$ cat config.mk
export PLATFORM = sky130hd
export DESIGN_NAME = tts_policy
export DESIGN_NICKNAME = d
export VERILOG_FILES = /design/src/hdl/tts_pkg.sv /design/src/hdl/tts_policy.sv
export SDC_FILE = /design/constraint.sdc
export NUM_CORES = 1
export LEC_CHECK = 0
export BUFFER_PORTS_ARGS = -buffer_cell sky130_fd_sc_hd__buf_2
export CAP_MARGIN = 20
export CORE_MARGIN = 10
export CORE_UTILIZATION = 47
export DETAILED_ROUTE_END_ITERATION = 16
export PLACE_DENSITY_LB_ADDON = 0.3
export SLEW_MARGIN = 20
export SYNTH_ARGS = -nofsm -noshare
export SYNTH_HDL_FRONTEND = slang
export SYNTH_SLANG_ARGS = --single-unit
$ cat constraint.sdc
create_clock -name vclk -period 11.4
set_input_delay 0.57 -clock vclk [all_inputs]
set_output_delay 0.57 -clock vclk [all_outputs]
set_load 0.02 [all_outputs]
$ cat src/hdl/tts_pkg.sv
// Shared types and constants of the transposition table store.
// Used by every module of the block; depends on nothing.
package tts_pkg;

	localparam int unsigned KEY_W         = 64;
	localparam int unsigned DIV_W         = 13;
	localparam int unsigned CFG_DATA_W    = 15;
	localparam int unsigned CFG_IDX_W     = 2;
	localparam int unsigned TT_DEPTH_DEF  = 4096;
	localparam int unsigned MATE_WINDOW   = 50;

	// function codes
	localparam logic [1:0] FUNC_PROBE  = 2'd0;
	localparam logic [1:0] FUNC_RECORD = 2'd1;
	localparam logic [1:0] FUNC_CLEAR  = 2'd2;

	// bound kinds
	localparam logic [1:0] KIND_UNKNOWN = 2'd0;
	localparam logic [1:0] KIND_UPPER   = 2'd1;
	localparam logic [1:0] KIND_LOWER   = 2'd2;
	localparam logic [1:0] KIND_EXACT   = 2'd3;

	// configuration register indexes
	localparam logic [CFG_IDX_W-1:0] REG_ENTRIES = 2'd0;
	localparam logic [CFG_IDX_W-1:0] REG_AGE     = 2'd1;
	localparam logic [CFG_IDX_W-1:0] REG_MATE    = 2'd2;

	// configuration reset values
	localparam logic [DIV_W-1:0] ENTRIES_RST = 13'd4096;
	localparam logic [3:0]       AGE_RST     = 4'd0;
	localparam logic [14:0]      MATE_RST    = 15'd32000;

	typedef struct packed {
		logic [1:0]         func;
		logic [KEY_W-1:0]   key;
		logic [31:0]        move_code;
		logic signed [7:0]  search_depth;
		logic signed [15:0] score;
		logic [1:0]         bound_kind;
		logic [6:0]         ply_from_root;
	} in_item_t;

	typedef struct packed {
		logic               hit;
		logic [31:0]        found_move;
		logic signed [7:0]  found_depth;
		logic signed [15:0] found_score;
		logic [1:0]         found_kind;
		logic               written;
	} out_item_t;

	// stored payload, age in the top bits
	typedef struct packed {
		logic [3:0]         age;
		logic [1:0]         kind;
		logic signed [15:0] score;
		logic signed [7:0]  depth;
		logic [31:0]        move;
	} payload_t;

	typedef struct packed {
		logic [KEY_W-1:0] key;
		payload_t         pl;
	} entry_t;

	typedef struct packed {
		logic replace;
		payload_t pl;
	} policy_t;

endpackage

$ cat src/hdl/tts_policy.sv
// Replacement decision and mate score adjustment for a record transaction.
// Depends on tts_pkg.
module tts_policy import tts_pkg::*; (
	input  in_item_t    item,
	input  payload_t    stored,
	input  logic [3:0]  age,
	input  logic [14:0] mate,
	output policy_t     pol
);

	logic signed [17:0] sc;
	logic signed [17:0] mv;
	logic signed [17:0] ply;
	logic signed [17:0] win;
	logic signed [17:0] adj;
	logic signed [15:0] sat;
	logic               ok;

	always_comb begin
		sc  = 18'(item.score);
		mv  = signed'({3'b000, mate});
		ply = signed'({11'd0, item.ply_from_root});
		win = 18'(MATE_WINDOW);
		// positive window wins when the two overlap
		if (sc > mv - win && sc <= mv) begin
			adj = sc + ply;
		end else if (sc < win - mv && sc >= -mv) begin
			adj = sc - ply;
		end else begin
			adj = sc;
		end
		if (adj > 18'sd32767) begin
			sat = 16'sh7fff;
		end else if (adj < -18'sd32768) begin
			sat = -16'sd32768;
		end else begin
			sat = adj[15:0];
		end
	end

	always_comb begin
		if (stored.age != age) begin
			ok = 1'b1;
		end else if (stored.kind == KIND_UNKNOWN) begin
			ok = 1'b1;
		end else if (item.bound_kind == KIND_UNKNOWN) begin
			ok = 1'b0;
		end else begin
			ok = (item.bound_kind > stored.kind) ||
				(item.bound_kind == stored.kind && item.search_depth >= stored.depth);
		end
	end

	always_comb begin
		pol.replace  = ok;
		pol.pl.age   = age;
		pol.pl.kind  = item.bound_kind;
		pol.pl.score = sat;
		pol.pl.depth = item.search_depth;
		pol.pl.move  = item.move_code;
	end

endmodule

# Word level (Yosys, flattened, before mapping)
# Cells that the tools add are included.
# totals
register_bits	0
latchBits	0
ramBits	0
rom_bits	0
input_bits	212
output_inout_bits	63
wordCells	28
n_memories	0
# op_classes
add_sub_neg	5
multipliers	0
n_div	0
order_cmp	8
n_eq_ne	2
shift	0
n_mux	7
bitwise	0
reduce_logical	6
# op_table
op	n
$mux W18	2
$mux W16	2
$ge A16 B18 Y1	1
$gt A18 B16 Y1 const B	1
$lt A18 B16 Y1 const B	1
$neg A15 Y18	1
$add A16 B8 Y17	1
$sub A16 B8 Y17	1
$gt A16 B16 Y1	1
$le A16 B16 Y1	1
$lt A16 B16 Y1	1
$sub A15 B6 Y16 const B	1
$sub A6 B15 Y16 const A	1
$ge A8 B8 Y1	1
$logic_not A2 Y1	2
$ne A4 B4 Y1	1
$logic_and A1 B1 Y1	3
$mux W1	3
$eq A2 B2 Y1	1
$gt A2 B2 Y1	1
$logic_or A1 B1 Y1	1

# Logic depth before layout (Yosys ltp)
# logic_depth
word_depth	8
depth_mapped	19
ltp_nobuf	18

# Worst setup path before layout
# No wires, ideal clock.
# synth_timing
path_type	input to output
start	in mate[4]
end	out pol[49] in the netlist's numbering
t_arrival_ps	4209
t_required_ps	10830
setup_slack_ps	6621
stages	17
n_path_buf	2
path_cell_list	clkbuf_1 -> inv_1 -> or3_1 -> and2_1 -> nand2_1 -> xnor2_1 -> ha_1 -> nand4_1 -> nor3_1 -> a221oi_1 -> a21boi_0 -> o211ai_2 -> buf_2 -> nand4_1 -> a211oi_4 -> nand2_2 -> a21oi_1
# synth_rtl
element	line_no	text
from (decl)	tts_policy.sv:7	input logic [14:0] mate,
to (decl)	tts_policy.sv:8	output policy_t pol

==> impl_metrics.toml <==
[finish]
clock_buffers = 0
finalNonFillerCells = 692
layout.nets = 894
register_area_sq_um = 0
seq_cell_count = 0
syn2layout_area_growth_pct = 5.93
drive_gt1_frac = 0.182
diodes = 0

[grt]
grtUsageMet3 = 0.0204
grt_use_total = 0.172
grt_max_degree = 15
grt_busiest_layer = "met2"
grt_pass1_vias = 4226
grt_first_pass_wirelength_microns = 19200
antenna_found_initial = 0
grt-ovfl-total = 0
grt_use_met1 = 0.204
grtUsageMet2 = 0.324

[power]
powerDensity_nw_per_um2 = 43.6
vdd_drop_max_v = 0.0000194
p_leak_nw = 2.11
p_total_mw = 0.182

[synth]
seq_area_frac_synth = 0
synth_cells = 546
synth_fp_nets = 851
avgSynthCellArea_sq_um = 7.22
synth_simple_gate_area_frac = 0.205
synthXorXnorAreaFrac = 0.107
synth.distinct_cells = 61
synth_compound_gate_area_share = 0.216
synth_top_family_by_area = "adder cells"
synth_area_sq_um = 3940
synthMuxAreaShare = 0.00508
ys_warn_count = 0
synth_adder_area_share = 0.319

[placement]
routabilityCongestion = 0.887
dp_slack_ps = 5490
dp_hpwl_microns = 9710
post-place-cells = 692
io_buffer_count = 97

[critical_path]
endpoint_kind = "primary output"
arrival_ps = 5250
slowest_stage = "nor3_1"
worst_path_most_repeated_cell = "nand4_1"
crit_path_cell_trace = "buf_2, inv_1, ha_1, nand3_1, nor3_1, nand2_1, nor2_1, xnor2_1, ha_1, nand4_1, nor4_2, a221oi_1, nand4_1, nand4_1, nor2_1, a31oi_2, maj3_1, buf_2"
crit_path_max_fanout = 11
crit_type = "in -> out"
worstSetupStartpointType = "input pin"
worst_path_largest_cell_delay_ps = 700
cp.required_ps = 10830
crit_start = "mate[1]"
worstSetupEndpoint = "pol[44]"

[timing]
fin_crit_ps = 5820
worstMarginPinSlew_ps = 892
finalSetupTns_ps = 0
rsz0062_at_grt = "false"
post-route-period-util = 0.510
final-setup-viol-count = 0
holdWs_ps = 1140
fmax_ghz = 0.172
final_max_slew_viol_count = 0
slew-limit-headroom = 0.401
fin_ws_ps = 5580
finalHoldViolCount = 0

[floorplan]
ios = 275
dieHeight_microns = 112
core_sq_um = 8180
start_util = 0.482
row_count = 33
die_area_sq_um = 12500
fp.dieW_microns = 112

[routing]
num_vias = 4040
drt-vias-per-instance = 5.84
drt_first_iter_violations = 255
drtAntennaViolNets = 0
wl_microns = 11300
wl_per_cell_microns = 16.3
first_pass_iters = 5
drc = 0

[clock_network]
cts-resized-gates = 0
cts_hold_buf = 0
post_cts_buffers = 0

[hold_path]
min_path_type = "in -> out"

[run]
maxCapViolCount = 0

[run_status]
run_status = "completed"
[worst max-delay path, delay by kind of cell]
kind	cells	cell delay, ps
simple gates	9	2700
fa+ha+maj	3	920
compound gates	2	530
buf+inv	3	440
xor+xnor	1	80
[area by class of cell]
type / instances / area [sq um]
Fill cell: 851 / 4000
Inverter: 52 / 195
Timing Repair Buffer: 97 / 485
Tap cell: 105 / 131
Multi-Input combinational cell: 438 / 3360
[how the worst min path moves through the flow]
stage / start / to / slack, ps / depth (start not counted)
2_1_floorplan: item[33] / pol[0] / 1250 / 1
3_3_place_gp: item[57] / pol[24] / 1140 / 0
3_5_place_dp: item[57] / pol[24] / 1140 / 0
4_1_cts: item[57] / pol[24] / 1140 / 0
5_1_grt: item[48] / pol[15] / 1140 / 0
6_report: item[43] / pol[10] / 1140 / 0
[metal layers]
metal / up-vias / wire, microns
met1: 1877 / 4730
li1: 2001 / -
met3: 22 / 732
met5: - / 0
met4: 0 / 119
met2: 140 / 5730
[cells in the mapped netlist, types with 2 or more instances]
master	instances	area, sq um
a2111oi_0	2	17.5
a211o_1	3	26.3
a21boi_0	3	22.5
a21o_1	18	135
a21oi_1	37	185
a221oi_1	3	26.3
a22oi_1	3	22.5
a31oi_1	5	31.3
and3_1	6	37.5
buf_2	2	10.0
buf_4	47	353
clkbuf_1	7	26.3
fa_1	2	40.0
ha_1	91	1140
inv_1	52	195
maj3_1	8	80.1
mux2i_1	2	20.0
nand2_1	41	154
nand2_2	2	12.5
nand2b_1	6	37.5
nand3_1	14	70.1
nand4_1	14	87.6
nor2_1	32	120
nor2b_1	3	18.8
nor3_1	20	100
nor4_1	4	25.0
o211ai_1	5	37.5
o21a_1	4	30.0
o21ai_0	18	90.1
o21ai_1	3	15.0
o21bai_1	3	22.5
o22ai_1	3	18.8
o31ai_1	2	15.0
o32ai_1	3	26.3
or3_1	6	37.5
xnor2_1	40	350
xor2_1	8	70.1
[placed cells by master (no fill, tap or decap), types with 3 or more instances in the layout]
cell type | Yosys | final
buf_2 | 2 | 97
ha_1 | 91 | 91
inv_1 | 52 | 52
nand2_1 | 41 | 41
xnor2_1 | 40 | 40
a21oi_1 | 37 | 37
nor2_1 | 32 | 32
nor3_1 | 20 | 20
o21ai_0 | 18 | 18
a21o_1 | 18 | 18
nand3_1 | 14 | 14
nand4_1 | 14 | 14
xor2_1 | 8 | 8
maj3_1 | 8 | 8
and3_1 | 6 | 6
or3_1 | 6 | 6
nand2b_1 | 6 | 6
o211ai_1 | 5 | 5
nor4_1 | 4 | 4
a31oi_1 | 5 | 4
o21a_1 | 4 | 4
a221oi_1 | 3 | 3
a22oi_1 | 3 | 3
a21boi_0 | 3 | 3
nor2b_1 | 3 | 3
o21bai_1 | 3 | 3
a211o_1 | 3 | 3
o22ai_1 | 3 | 3
o21ai_1 | 3 | 3
o32ai_1 | 3 | 3
[power by group]
group / internal, mW / total (mW) / leakage (nW) / switching (mW)
Clock: 0 / 0 / 0 / 0
Combinational: 0.0734 / 0.182 / 2.11 / 0.109
Sequential: 0 / 0 / 0 / 0
[through the flow]
stage / cell area (sq um) / util
after CTS: 4170 / 0.510
final: 4180 / 0.511
after global routing: 4180 / 0.511
after global placement: 4170 / 0.510
after detailed placement: 4170 / 0.510
after floorplan: 3940 / -
[logic make-up (layout without fill, tap and decap cells)]
group	Yosys count	in the layout
XOR/XNOR	48	48
AO/OA/AOI/OAI	127	127
buffers and inverters	108	149
multiplexers	2	2
adder cells (fa/ha/maj)	101	101
AND/OR/NAND/NOR	160	160
Note: power is estimated with default switching activity, not from simulation.
