[src/hdl/tts_pkg.sv]
// Shared types and constants of the transposition table store.
// Used by every module of the block; depends on nothing.
package tts_pkg;

	localparam int unsigned KEY_W         = 64;
	localparam int unsigned DIV_W         = 13;
	localparam int unsigned CFG_DATA_W    = 15;
	localparam int unsigned CFG_IDX_W     = 2;
	localparam int unsigned TT_DEPTH_DEF  = 4096;
	localparam int unsigned MATE_WINDOW   = 50;

	// function codes
	localparam logic [1:0] FUNC_PROBE  = 2'd0;
	localparam logic [1:0] FUNC_RECORD = 2'd1;
	localparam logic [1:0] FUNC_CLEAR  = 2'd2;

	// bound kinds
	localparam logic [1:0] KIND_UNKNOWN = 2'd0;
	localparam logic [1:0] KIND_UPPER   = 2'd1;
	localparam logic [1:0] KIND_LOWER   = 2'd2;
	localparam logic [1:0] KIND_EXACT   = 2'd3;

	// configuration register indexes
	localparam logic [CFG_IDX_W-1:0] REG_ENTRIES = 2'd0;
	localparam logic [CFG_IDX_W-1:0] REG_AGE     = 2'd1;
	localparam logic [CFG_IDX_W-1:0] REG_MATE    = 2'd2;

	// configuration reset values
	localparam logic [DIV_W-1:0] ENTRIES_RST = 13'd4096;
	localparam logic [3:0]       AGE_RST     = 4'd0;
	localparam logic [14:0]      MATE_RST    = 15'd32000;

	typedef struct packed {
		logic [1:0]         func;
		logic [KEY_W-1:0]   key;
		logic [31:0]        move_code;
		logic signed [7:0]  search_depth;
		logic signed [15:0] score;
		logic [1:0]         bound_kind;
		logic [6:0]         ply_from_root;
	} in_item_t;

	typedef struct packed {
		logic               hit;
		logic [31:0]        found_move;
		logic signed [7:0]  found_depth;
		logic signed [15:0] found_score;
		logic [1:0]         found_kind;
		logic               written;
	} out_item_t;

	// stored payload, age in the top bits
	typedef struct packed {
		logic [3:0]         age;
		logic [1:0]         kind;
		logic signed [15:0] score;
		logic signed [7:0]  depth;
		logic [31:0]        move;
	} payload_t;

	typedef struct packed {
		logic [KEY_W-1:0] key;
		payload_t         pl;
	} entry_t;

	typedef struct packed {
		logic replace;
		payload_t pl;
	} policy_t;

endpackage

[src/hdl/tts_divider.sv]
// Restoring remainder unit: 64-bit key modulo a 13-bit divisor, one bit per cycle.
// Depends on tts_pkg.
module tts_divider import tts_pkg::*; (
	input  logic             clk,
	input  logic             arst_n,
	input  logic             start,
	input  logic [KEY_W-1:0] dividend,
	input  logic [DIV_W-1:0] divisor,
	output logic             done,
	output logic [DIV_W-1:0] rem
);

	localparam int unsigned CNT_W = $clog2(KEY_W);

	logic             busy_q;
	logic             done_q;
	logic [CNT_W-1:0] cnt_q;
	logic [KEY_W-1:0] shift_q;
	logic [DIV_W-1:0] rem_q;
	logic [DIV_W-1:0] div_q;
	logic [DIV_W:0]   trial;
	logic [DIV_W:0]   diff;
	logic             fits;

	// partial remainder stays below the divisor, so the trial fits one extra bit
	assign trial = {rem_q, shift_q[KEY_W-1]};
	assign diff  = trial - {1'b0, div_q};
	assign fits  = trial >= {1'b0, div_q};

	always_ff @(posedge clk or negedge arst_n) begin
		if (!arst_n) begin
			busy_q <= 1'b0;
			done_q <= 1'b0;
			cnt_q  <= '0;
		end else begin
			done_q <= 1'b0;
			if (start) begin
				busy_q <= 1'b1;
				cnt_q  <= '0;
			end else if (busy_q) begin
				cnt_q <= cnt_q + CNT_W'(1);
				if (cnt_q == CNT_W'(KEY_W - 1)) begin
					busy_q <= 1'b0;
					done_q <= 1'b1;
				end
			end
		end
	end

	always_ff @(posedge clk) begin
		if (start) begin
			shift_q <= dividend;
			div_q   <= divisor;
			rem_q   <= '0;
		end else if (busy_q) begin
			shift_q <= {shift_q[KEY_W-2:0], 1'b0};
			rem_q   <= fits ? diff[DIV_W-1:0] : trial[DIV_W-1:0];
		end
	end

	assign done = done_q;
	assign rem  = rem_q;

endmodule

[config.mk]
export PLATFORM = sky130hd
export DESIGN_NAME = tts_divider
export DESIGN_NICKNAME = d
export VERILOG_FILES = /design/src/hdl/tts_pkg.sv /design/src/hdl/tts_divider.sv
export SDC_FILE = /design/constraint.sdc
export NUM_CORES = 1
export LEC_CHECK = 0
export BUFFER_PORTS_ARGS = -buffer_cell sky130_fd_sc_hd__buf_2
export CAP_MARGIN = 0
export CORE_MARGIN = 2
export CORE_UTILIZATION = 50
export CTS_BUF_LIST = sky130_fd_sc_hd__clkbuf_16
export CTS_CLUSTER_SIZE = 40
export DETAILED_ROUTE_END_ITERATION = 10
export GPL_TIMING_DRIVEN = 0
export PLACE_DENSITY_LB_ADDON = 0.15
export SYNTH_ARGS = -nofsm -noshare
export SYNTH_HDL_FRONTEND = slang
export SYNTH_SLANG_ARGS = --single-unit
[constraint.sdc]
create_clock -name clk -period 2.7 [get_ports clk]
set_input_delay 0.27 -clock clk [delete_from_list [all_inputs] [get_ports clk]]
set_output_delay 0.27 -clock clk [all_outputs]
set_load 0.05 [all_outputs]
# ---- Word-level counts from Yosys, hierarchy flattened
# Cells that the tools add are included.
# W data, S select, Z words.
dict set report word_totals {
  output_inout_bits 14
  elab_cells 22
  regBits 98
  inputBits 80
}
dict set report classes {
  eq_ne 1
  addsub 2
  n_reduce_logical 1
  magnitude_cmp 1
  n_mux 11
}
# cell count
set ops {}
lappend ops {{$mux W64} 2}
lappend ops {{$ge A14 B13 Y1} 1}
lappend ops {{$mux W13} 1}
lappend ops {{$sub A13 B13 Y13} 1}
lappend ops {{$mux W6} 2}
lappend ops {{$add A6 B1 Y6 const B} 1}
lappend ops {{$eq A6 B6 Y1 const B} 1}
lappend ops {{$mux W1} 6}
lappend ops {{$reduce_bool A2 Y1} 1}

# ---- Depth between registers and ports, before layout
# Gate-level depths: netlist of run 1.
dict set report depth {
  depth_word 4
  depth_mapped 10
  mapped_depth_nobuf 9
}

# ---- Worst setup path before layout of run 1
# No wires, ideal clock.
dict set report synth_path {
  path_type {flip-flop to flip-flop}
  from {register busy_q}
  to {register shift_q[0] (enable)}
  t_required_ns 2.282
  path_buffers 2
  path_stages_with_launch 5
  period_less_slack_ns 2.594
  arrival_ns 2.176
  setup_ns 0.418
  slack_ns 0.106
  path_cell_list {dfrtp_1 -> clkbuf_1 -> clkbuf_1 -> nor2_1 -> inv_1}
}
dict set report synth_between {
  elab_chain_len 1
}
# item line_no
set synth_lines {}
lappend synth_lines {{from (decl)} tts_divider.sv:15} ;# logic busy_q;
lappend synth_lines {{from (signal assigned)} tts_divider.sv:32} ;# busy_q <= 1'b0;
lappend synth_lines {{from (signal assigned)} tts_divider.sv:38} ;# busy_q <= 1'b1;
lappend synth_lines {{from (signal assigned)} tts_divider.sv:43} ;# busy_q <= 1'b0;
lappend synth_lines {{$reduce_bool A2 Y1 (no source line)} n/a}
lappend synth_lines {{to (signal assigned)} tts_divider.sv:52} ;# shift_q <= dividend;
lappend synth_lines {{to (signal assigned)} tts_divider.sv:56} ;# shift_q <= {shift_q[KEY_W-2:0], 1'b0};
lappend synth_lines {{to (decl)} tts_divider.sv:18} ;# logic [KEY_W-1:0] shift_q;
# Every way passes these cells.
# A chain may end at the register's enable or synchronous reset.

# ---- Final worst setup path of run 1
dict set report layout_path {
  from {register shift_q[63]}
  to {register rem_q[3] (netlist: rem[3])}
}
dict set report layout_between {
  elab_chain_len 2
  word_cells_on_any_way 3
  cone_classes {add/sub: 1; order compare: 1; mux: 1}
}
# item line_no
set layout_lines {}
lappend layout_lines {{$sub A13 B13 Y13 or $ge A14 B13 Y1 (tied branches)} {tts_divider.sv:27, tts_divider.sv:28}}
lappend layout_lines {{$mux W13 *} tts_divider.sv:57} ;# rem_q <= fits ? diff[DIV_W-1:0] : trial[DIV_W-1:0];
lappend layout_lines {{to (signal assigned)} tts_divider.sv:57}
lappend layout_lines {{to (decl)} tts_divider.sv:19} ;# logic [DIV_W-1:0] rem_q;
# Every way passes the cells marked *; elsewhere a longest branch is shown, timed or not.

==> impl_metrics.csv, run 1 <==
group,metric,value,unit
synthesis,synth-seq-cells,98,
place,portBuffers,93,
cts,clockRootBuffer,"clkbuf_16",
floorplan,io-pin-count,94,
synthesis,synth_edf_count,77,
synthesis,synthAdderAreaFrac,3.997,%
synthesis,synth_simple_gate_area_share,8.916,%
synthesis,ys.warnings.count,0,
sta,relSlewSlack,56.30,%
power,power.total,0.004398,W
power,power.leakage,2.453,nW
sta,report.final.slew_viol_count,0,
synthesis,synth_top_family_by_area,"multiplexers",
sta,tightest_slew,0.6512,ns
worst_hold_path,hp-class,"in2reg",
sta,final.setup_skew,0.006611,ns
cts,cts_buffers,9,
global_route,antenna_found_initial,0,
finish,antennaDiodeCount,0,
floorplan,die_h,102.8,um
cts,cts_max_level,3,
sta,fmax,403.6,MHz
power,peakVddDrop,0.0003327,V
global_route,grt_util_all_layers,19.27,%
drt,vias_per_cell,5.395,
floorplan,dieWidth,102.8,um
synthesis,synth_xor_area_share,1.973,%
synthesis,synth.avg_cell_area,12.95,sq um
finish,fin_cells,623,
cts,clk_latency,0.34,ns
place,gp_congestion,0.8686,
critical_path,arrival,2.72,ns
sta,finalCritPeriodShare,91.77,%
critical_path,critPathKind,"reg2reg",
synthesis,synthCells,377,
drt,remaining_drc_errors,0,
finish,final_common_cell,"buf_2",
drt,drt-wirelength-per-cell,16.00,um
floorplan,die_area,0.01057,sq mm
synthesis,synthDistinctLibCells,56,
floorplan,placeableCoreArea,0.009639,sq mm
global_route,grt_overflow,0,
drt,antenna_left,0,
floorplan,start_util,50.66,%
finish,final_cell_mix,"98 x buf_2, 77 x edfxtp_1, 63 x mux2_2",
global_route,grt_pass1_vias,3043,
global_route,grt_max_degree,48,
sta,rsz0062_at_grt,"false",
finish,drive_above_1_share,39.80,%
sta,finalSetupViolations,0,
cts,clock_path_buffers,2,
power,p_per_area,743.2,mW/mm^2
critical_path,startpoint_type,"flop",
global_route,grt_pass1_wl,15370,um
synthesis,synth_top_area_cell,"edfxtp_1",
synthesis,synth-main-ff-cell,"edfxtp_1",
run,cap_violations,0,
place,place.detailed.hpwl,6862,um
synthesis,synth_compound_gate_area_share,9.813,%
drt,wl,9971,um
drt,drt-initial-drc-count,162,
finish,area_growth,21.16,%
finish,final_area,0.005917,sq mm
cts,cts_tree,"yes",
synthesis,ys_seq_area_share,56.78,%
critical_path,crit_required,2.94,ns
run_status,status,"finished clean",
cts,cts_sinks,98,
sta,fin_setup_tns,0,ns
sta,period_minus_slack,2.478,ns
floorplan,rows,36,
synthesis,synth_mux_area_share,14.94,%
synthesis,synth_nets,472,
synthesis,syn_area,0.004883,sq mm
drt,first_pass_iters,4,
synthesis,synth_area_leaders,"edfxtp_1 47%, mux2_2 15%, dfxtp_1 5.3%",
place,place_inst,604,
synthesis,synth_top_area_share,47.35,%
critical_path,cp_max_fo,5,
critical_path,cp-end-kind,"flop",
place,placed_cell_area,0.005535,sq mm
sta,hold_viol_final,0,
finish,fin_nets,580,
synthesis,async_flop_share,8.163,%
drt,vias,3361,
cts,cts.clk_slew.worst_paths,0.07,ns
finish,post-route-util,61.38,%
## cells by family (layout without fill, tap and decap cells)
group	count (synthesis)	in the layout
compound gates	63	63
xor+xnor	11	11
fa+ha+maj	15	15
buf+inv	42	155
flops	98	98
mux	65	65
simple gates	83	83
## state kept, by name, indices dropped and copies added (netlist names)
signal and count:
busy_q 1, div_q 13, shift_q 64, done 1, cnt_q 6, rem 13
## critical path, cell delays in order, from the launching register on
cell and delay [ns]:
edfxtp_1 0.32, inv_1 0.06, ha_1 0.22, fa_1 0.40, nand2b_1 0.22, a21oi_2 0.20
nor2_1 0.11, a211oi_4 0.26, buf_4 0.18, o21ai_0 0.08, a311oi_1 0.33
## synthesized netlist by cell type, types with 7 or more instances
cell type  instances
edfxtp_1          77
o21ai_0           11
clkbuf_1          12
dfxtp_1           13
dfrtp_1            8
mux2_2            63
nand2_1           15
ha_1              14
nand4_1            7
nor2_1            22
inv_1             19
nand3_1           11
## through the flow
step	hold slack (ns)	worst slack [ns]
finish	0.09734	0.2223
global placement	0.1171	-1.251
CTS	0.08571	0.01081
global route	0.08144	0.02778
detailed placement	0.1227	-0.1811
floorplan	-0.02559	0.1060
## power breakdown
group / internal [W] / switching [W] / total [W]
clock: 0.000916 / 0.000576 / 0.00149
combinational: 0.000417 / 0.000597 / 0.00101
sequential: 0.00181 / 0.0000859 / 0.00189
## area by class of cell
type	instances	area [sq um]
tap	133	166.4
clock buffer	9	225.2
sequential	98	2773
inverter	19	71.32
fill	829	3722
multi-input combinational	237	1943
timing repair buffer	97	510.5
buffer	23	105.1
clock inverter	7	122.6
## per-layer routing
layer	GRT usage [%]	vias to the layer above	part of all wire (%)
met3	6.712	6	7.3
li1	-	1649	-
met4	4.757	0	0.77
met2	27.75	101	46
met5	0	-	0
met1	28.16	1605	46
## worst paths after layout
path | startpoint | end | cells after the start | slack [ns]
min in group asynchronous | arst_n | done$_DFF_PN0_ | 2 | 0.30
min reg2reg | rem[4]$_SDFFE_PP0P_ | rem[4]$_SDFFE_PP0P_ | 2 | 0.53
max reg2reg | shift_q[63]$_DFFE_PP_ | rem[3]$_SDFFE_PP0P_ | 10 | 0.22
max | shift_q[63]$_DFFE_PP_ | rem[3]$_SDFFE_PP0P_ | 10 | 0.22
min | divisor[9] | div_q[9]$_DFFE_PP_ | 1 | 0.1
max in group asynchronous | arst_n | cnt_q[3]$_DFFE_PN0P_ | 2 | 2.23
## timing repair
action,4_1_cts,5_1_grt
gates resized for setup,0,3
hold buffers,1,0
endpoints found under the hold margin,8,0
setup buffers,0,2
endpoints found under the setup margin,0,53
No activity file was read; power rests on OpenSTA's default activity.
==> run 2: changes to the inputs <==
--- a/config.mk
+++ b/config.mk
@@ -7,8 +7,10 @@
 export LEC_CHECK = 0
 export BUFFER_PORTS_ARGS = -buffer_cell sky130_fd_sc_hd__buf_2
 export CAP_MARGIN = 0
+export CELL_PAD_IN_SITES_DETAIL_PLACEMENT = 2
+export CELL_PAD_IN_SITES_GLOBAL_PLACEMENT = 2
 export CORE_MARGIN = 2
-export CORE_UTILIZATION = 50
+export CORE_UTILIZATION = 34
 export CTS_BUF_LIST = sky130_fd_sc_hd__clkbuf_16
 export CTS_CLUSTER_SIZE = 40
 export DETAILED_ROUTE_END_ITERATION = 10
==> run 2 against run 1 <==
Clock power decreased by 8%. Clock skew increased by 0.00075 ns. Critical path type unchanged. Maximum frequency decreased by 3.9%. Hold slack got worse by 0.0014 ns. Final cell count increased by 7.5%. First-iteration DRC count decreased by 4.9%. Utilization decreased by 19 points.
==> impl_metrics.csv, run 2 (synthesis gave the netlist of run 1 again) <==
group,metric,value,unit
global_route,grt_util_all_layers,17.49,%
cts,cts_max_level,3,
finish,antennaDiodeCount,0,
cts,clk_latency,0.35,ns
finish,area_growth,21.80,%
drt,vias,3420,
sta,period_minus_slack,2.577,ns
critical_path,arrival,2.82,ns
sta,report.final.slew_viol_count,0,
finish,fin_nets,580,
global_route,grt_pass1_wl,20180,um
cts,clockRootBuffer,"clkbuf_16",
place,placed_cell_area,0.005594,sq mm
finish,drive_above_1_share,40.00,%
sta,relSlewSlack,57.41,%
finish,largest_reg_flops,64,
power,peakVddDrop,0.0004294,V
critical_path,max_stage_delay,0.41,ns
sta,tightest_slew,0.6347,ns
finish,final_common_cell,"buf_2",
place,portBuffers,93,
power,power.total,0.004341,W
global_route,grt_max_degree,40,
sta,finalCritPeriodShare,95.46,%
finish,final_area,0.005948,sq mm
floorplan,die_h,123.8,um
critical_path,cp_max_fo,8,
finish,largest-register,"shift_q",
floorplan,placeableCoreArea,0.01393,sq mm
global_route,grt_pass1_vias,3750,
place,gp_congestion,0.7548,
sta,finalSetupViolations,0,
drt,first_pass_iters,5,
drt,antenna_left,0,
critical_path,crit_chain,"inv_1, ha_1, fa_1, nand2b_2, a21oi_2, nor2_1, a211oi_4, buf_4, o21ai_0, a311oi_1",
floorplan,start_util,35.05,%
drt,drt-wirelength-per-cell,18.65,um
global_route,grt_overflow,0,
worst_hold_path,hp-class,"in2reg",
cts,cts_tree,"yes",
sta,fmax,388.0,MHz
global_route,antenna_found_initial,0,
run,cap_violations,0,
critical_path,critPathKind,"reg2reg",
sta,worst_slack,0.1226,ns
sta,hold_viol_final,0,
floorplan,die_area,0.01534,sq mm
drt,remaining_drc_errors,0,
power,p_per_area,729.8,mW/mm^2
critical_path,cp-end-kind,"flop",
floorplan,rows,43,
place,place.detailed.hpwl,9079,um
critical_path,startpoint_type,"flop",
cts,cts_sinks,98,
cts,cts.clk_slew.worst_paths,0.07,ns
finish,final_cell_mix,"98 x buf_2, 77 x edfxtp_1, 63 x mux2_2",
sta,rsz0062_at_grt,"false",
floorplan,io-pin-count,94,
drt,wl,12500,um
power,power.leakage,2.438,nW
sta,final.setup_skew,0.007365,ns
place,dp_slack,-0.2118,ns
critical_path,slowest_stage,"fa_1",
cts,cts_buffers,9,
run_status,status,"finished clean",
drt,vias_per_cell,5.104,
critical_path,crit_required,2.94,ns
drt,drt-initial-drc-count,154,
cts,clock_path_buffers,2,
floorplan,dieWidth,123.8,um
## run 2: changes by cell type in the layout (fill, tap and decap cells not counted)
cell and change:
inv_2 -1, nand2b_2 +1, o21ai_0 -2, clkinv_2 +3, clkbuf_1 +1, clkbuf_2 -1
clkinv_4 +1, o21ai_1 +2, dfxtp_1 -1, inv_8 -1, bufinv_16 -1, nand2b_1 -1
dfxtp_2 +1, inv_6 -1
## run 2: final timing paths
kind                                       start                   end  slack [ns]  cells after the start
max                        shift_q[63]$_DFFE_PP_   rem[2]$_SDFFE_PP0P_        0.12                     10
min in group asynchronous                 arst_n  cnt_q[5]$_DFFE_PN0P_        0.32                      2
min reg2reg                  rem[5]$_SDFFE_PP0P_   rem[5]$_SDFFE_PP0P_        0.54                      2
min                                   divisor[5]    div_q[5]$_DFFE_PP_         0.1                      1
max in group asynchronous                 arst_n  cnt_q[2]$_DFFE_PN0P_        2.21                      2
max reg2reg                shift_q[63]$_DFFE_PP_   rem[2]$_SDFFE_PP0P_        0.12                     10
## run 2: worst max-delay path, delay by kind of cell (launching register included)
kind	cells	cell delay, ns
flip-flops	1	0.33
AND/OR/NAND/NOR	2	0.35
AO/OA/AOI/OAI	4	0.90
adder cells (fa/ha/maj)	2	0.63
buffers and inverters	2	0.27
## run 2: cell type report
cell class / instances / area [sq um]
multi-input combinational: 237 / 1946
clock buffer: 9 / 225.2
inverter: 19 / 72.57
clock inverter: 7 / 91.34
tap: 180 / 225.2
timing repair buffer: 97 / 510.5
fill: 1439 / 7986
buffer: 23 / 103.9
sequential: 98 / 2774
## run 2: report_power, final
| group | switching, W | leakage (nW) | internal (W) |
|---|---|---|---|
| Sequential | 0.0000971 | 1.02 | 0.00181 |
| Clock | 0.000561 | 0.157 | 0.000811 |
| Combinational | 0.000644 | 1.26 | 0.000422 |
| Total | 0.00130 | 2.44 | 0.00304 |
## run 2: what timing repair did
item	4_1_cts	5_1_grt
hold endpoints to repair	8	0
pin swaps	0	2
buffers inserted	0	2
gates resized for setup	1	5
setup endpoints to repair	6	48
hold buffers	1	0
## run 2: through the flow
step / utilization, % / hold slack (ns) / setup TNS (ns) / instances
2_1_floorplan: - / -0.02559 / 0 / 377
3_3_place_gp: 40.00 / 0.1252 / -79.66 / 650
3_5_place_dp: 40.15 / 0.1245 / -8.429 / 651
4_1_cts: 42.54 / 0.08122 / 0 / 668
5_1_grt: 42.69 / 0.08246 / 0 / 670
6_report: 42.69 / 0.09594 / 0 / 670
## run 2: routing by layer
metal  global-route usage, %  vias to the layer above  wire (um)
met5                       0                        -          0
met4                   5.327                        0        164
met3                   4.121                       14        484
met2                   30.12                       60       6598
met1                   21.75                     1701       5249
li1                        -                     1645          -
==> run 3: changes to the inputs <==
--- a/config.mk
+++ b/config.mk
@@ -15,7 +15,7 @@
 export CTS_CLUSTER_SIZE = 40
 export DETAILED_ROUTE_END_ITERATION = 10
 export GPL_TIMING_DRIVEN = 0
-export PLACE_DENSITY_LB_ADDON = 0.15
+export PLACE_DENSITY = 0.87
 export SYNTH_ARGS = -nofsm -noshare
 export SYNTH_HDL_FRONTEND = slang
 export SYNTH_SLANG_ARGS = --single-unit
==> run 3 against run 2 <==
Flip-flop and latch count stayed put. First-iteration DRC count down 46%. Non-clock buffer count increased by 1. Register-to-register slack better by 0.02 ns. Cell area fell by 0.25%. Sequential share of layout area increased by 0.097 points. Utilization down 0.11 points. Hold slack got worse by 0.0044 ns. Critical path depth down 1. Die area unchanged. Critical endpoint is now rem[9]$_SDFFE_PP0P_. Largest cell class unchanged. Highest routed layer is now met5.
==> impl_metrics.csv, run 3 (synthesis gave the netlist of run 1 again) <==
group,metric,value,unit
sta,whs,0.09156,ns
finish,final_common_cell,"buf_2",
cts,clock_path_buffers,2,
drt,vias,3492,
floorplan,rows,43,
critical_path,startpoint_type,"flop",
place,placed_cell_area,0.005594,sq mm
critical_path,max_stage_delay,0.47,ns
power,swShare,30.76,%
cts,cts_buffers,9,
cts,cts_tree,"yes",
power,p_seq_share,44.8,%
power,power.total,0.004254,W
place,place.detailed.hpwl,9266,um
drt,vias_per_cell,5.196,
run_status,status,"finished clean",
sta,final.setup_skew,0.009161,ns
critical_path,crit_required,2.96,ns
global_route,grt_pass1_wl,20090,um
cts,cts.clk_slew.worst_paths,0.07,ns
sta,tightest_slew,0.6172,ns
power,peakVddDrop,0.0005174,V
sta,worst_slack,0.1428,ns
critical_path,ff2ff_path_depth,9,
worst_hold_path,min_path_cells,1,
sta,finalCritPeriodShare,94.71,%
drt,drt-initial-drc-count,83,
cts,cts_sinks,98,
power,p_int,0.002945,W
sta,finalSetupViolations,0,
critical_path,reg2reg_to,"rem[9]$_SDFFE_PP0P_",
run,cap_violations,0,
sta,report.final.slew_viol_count,0,
finish,largest_reg_flops,64,
worst_hold_path,worstHoldEndpoint,"div_q[1]$_DFFE_PP_",
critical_path,critPathKind,"reg2reg",
drt,remaining_drc_errors,0,
floorplan,placeableCoreArea,0.01393,sq mm
worst_hold_path,hp-start,"divisor[1]",
floorplan,start_util,35.05,%
floorplan,dieWidth,123.8,um
critical_path,crit_chain,"inv_1, fa_1, nand2b_1, a21oi_2, nor2_1, a211o_1, buf_6, a21o_1, a311oi_2",
finish,final_cell_mix,"98 x buf_2, 77 x edfxtp_1, 63 x mux2_2",
floorplan,io-pin-count,94,
place,gp_congestion,0.8077,
finish,area_growth,21.50,%
worst_hold_path,hp-class,"in2reg",
finish,final_area,0.005933,sq mm
cts,cts_max_level,3,
place,portBuffers,93,
global_route,antenna_found_initial,3,
floorplan,die_h,123.8,um
global_route,grt_max_degree,34,
power,power_frac_comb,24.9,%
critical_path,cp_max_fo,10,
power,switchingPower,0.001309,W
cts,clk_latency,0.35,ns
sta,hold_viol_final,0,
place,dp_slack,-0.3777,ns
drt,wl,12720,um
global_route,grt_pass1_vias,3884,
power,p_clk_share,30.3,%
sta,fin_setup_tns,0,ns
power,p_per_area,717.0,mW/mm^2
critical_path,cp-end-kind,"flop",
sta,period_minus_slack,2.557,ns
finish,largest-register,"shift_q",
finish,drive_above_1_share,39.51,%
floorplan,die_area,0.01534,sq mm
global_route,grt_overflow,0,
drt,drt-wirelength-per-cell,18.93,um
critical_path,rr_startpoint,"rem[0]$_SDFFE_PP0P_",
critical_path,arrival,2.82,ns
drt,antenna_left,0,
global_route,grt_util_all_layers,17.55,%
sta,relSlewSlack,58.58,%
power,power.leakage,2.439,nW
cts,clockRootBuffer,"clkbuf_16",
finish,fin_nets,581,
drt,first_pass_iters,4,
critical_path,reg2reg_setup_slack,0.14,ns
sta,fmax,391.1,MHz
critical_path,slowest_stage,"dfxtp_1",
==> run 3: power groups by stage <==
stage	clock (W)	combinational, W	sequential, W
2_1_floorplan	0	0.000617	0.00204
3_3_place_gp	0	0.000997	0.00193
3_5_place_dp	0	0.00105	0.00194
4_1_cts	0.00134	0.00107	0.00191
5_1_grt	0.00140	0.00116	0.00193
6_report	0.00129	0.00106	0.00191
==> run 3: cell type report <==
| class | instances | area (sq um) |
|---|---|---|
| inverter | 19 | 73.82 |
| multi-input combinational | 237 | 1943 |
| antenna | 1 | 2.502 |
| clock inverter | 7 | 68.82 |
| sequential | 98 | 2773 |
| buffer | 23 | 103.9 |
| tap | 180 | 225.2 |
| fill | 1386 | 8001 |
| timing repair buffer | 98 | 518.0 |
| clock buffer | 9 | 225.2 |
==> run 3: per-stage QoR <==
stage / util [%] / cells
after floorplan: - / 377
after global placement: 40.00 / 650
after detailed placement: 40.15 / 651
after CTS: 42.40 / 668
after global routing: 42.58 / 672
final: 42.58 / 672
==> run 3: worst max-delay path, delay by kind of cell, from the launching register on <==
family	cells	cell delay, ns
AO/OA/AOI/OAI	4	0.95
flip-flops	1	0.47
adder cells (fa/ha/maj)	1	0.46
AND/OR/NAND/NOR	2	0.34
buffers and inverters	2	0.26
==> run 3: worst max path at each step <==
stage / start / end / depth (start not counted)
after floorplan: busy_q$_DFF_PN0_ / shift_q[0]$_SDFFCE_PN0P_ / 4
after global placement: start / shift_q[6]$_DFFE_PP_ / 5
after detailed placement: start / shift_q[14]$_DFFE_PP_ / 6
after CTS: shift_q[63]$_DFFE_PP_ / rem[7]$_SDFFE_PP0P_ / 9
after global routing: shift_q[63]$_DFFE_PP_ / rem[6]$_SDFFE_PP0P_ / 10
final: rem[0]$_SDFFE_PP0P_ / rem[9]$_SDFFE_PP0P_ / 9
==> run 3: routing by layer <==
metal  vias up  track usage (%)  part of all wire, %
li1       1646                -                    -
met1      1738            19.43                   41
met2        84            31.08                   51
met3        20            6.410                  6.0
met4         4            5.895                  1.9
met5         -                0                 0.24
==> run 3: repair_timing <==
action                     4_1_cts  5_1_grt
buffers inserted                 0        3
hold buffers                     1        0
pin swaps                        0        1
hold endpoints to repair         8        0
gates resized for setup          2        1
setup endpoints to repair        7        9
gates cloned                     0        0
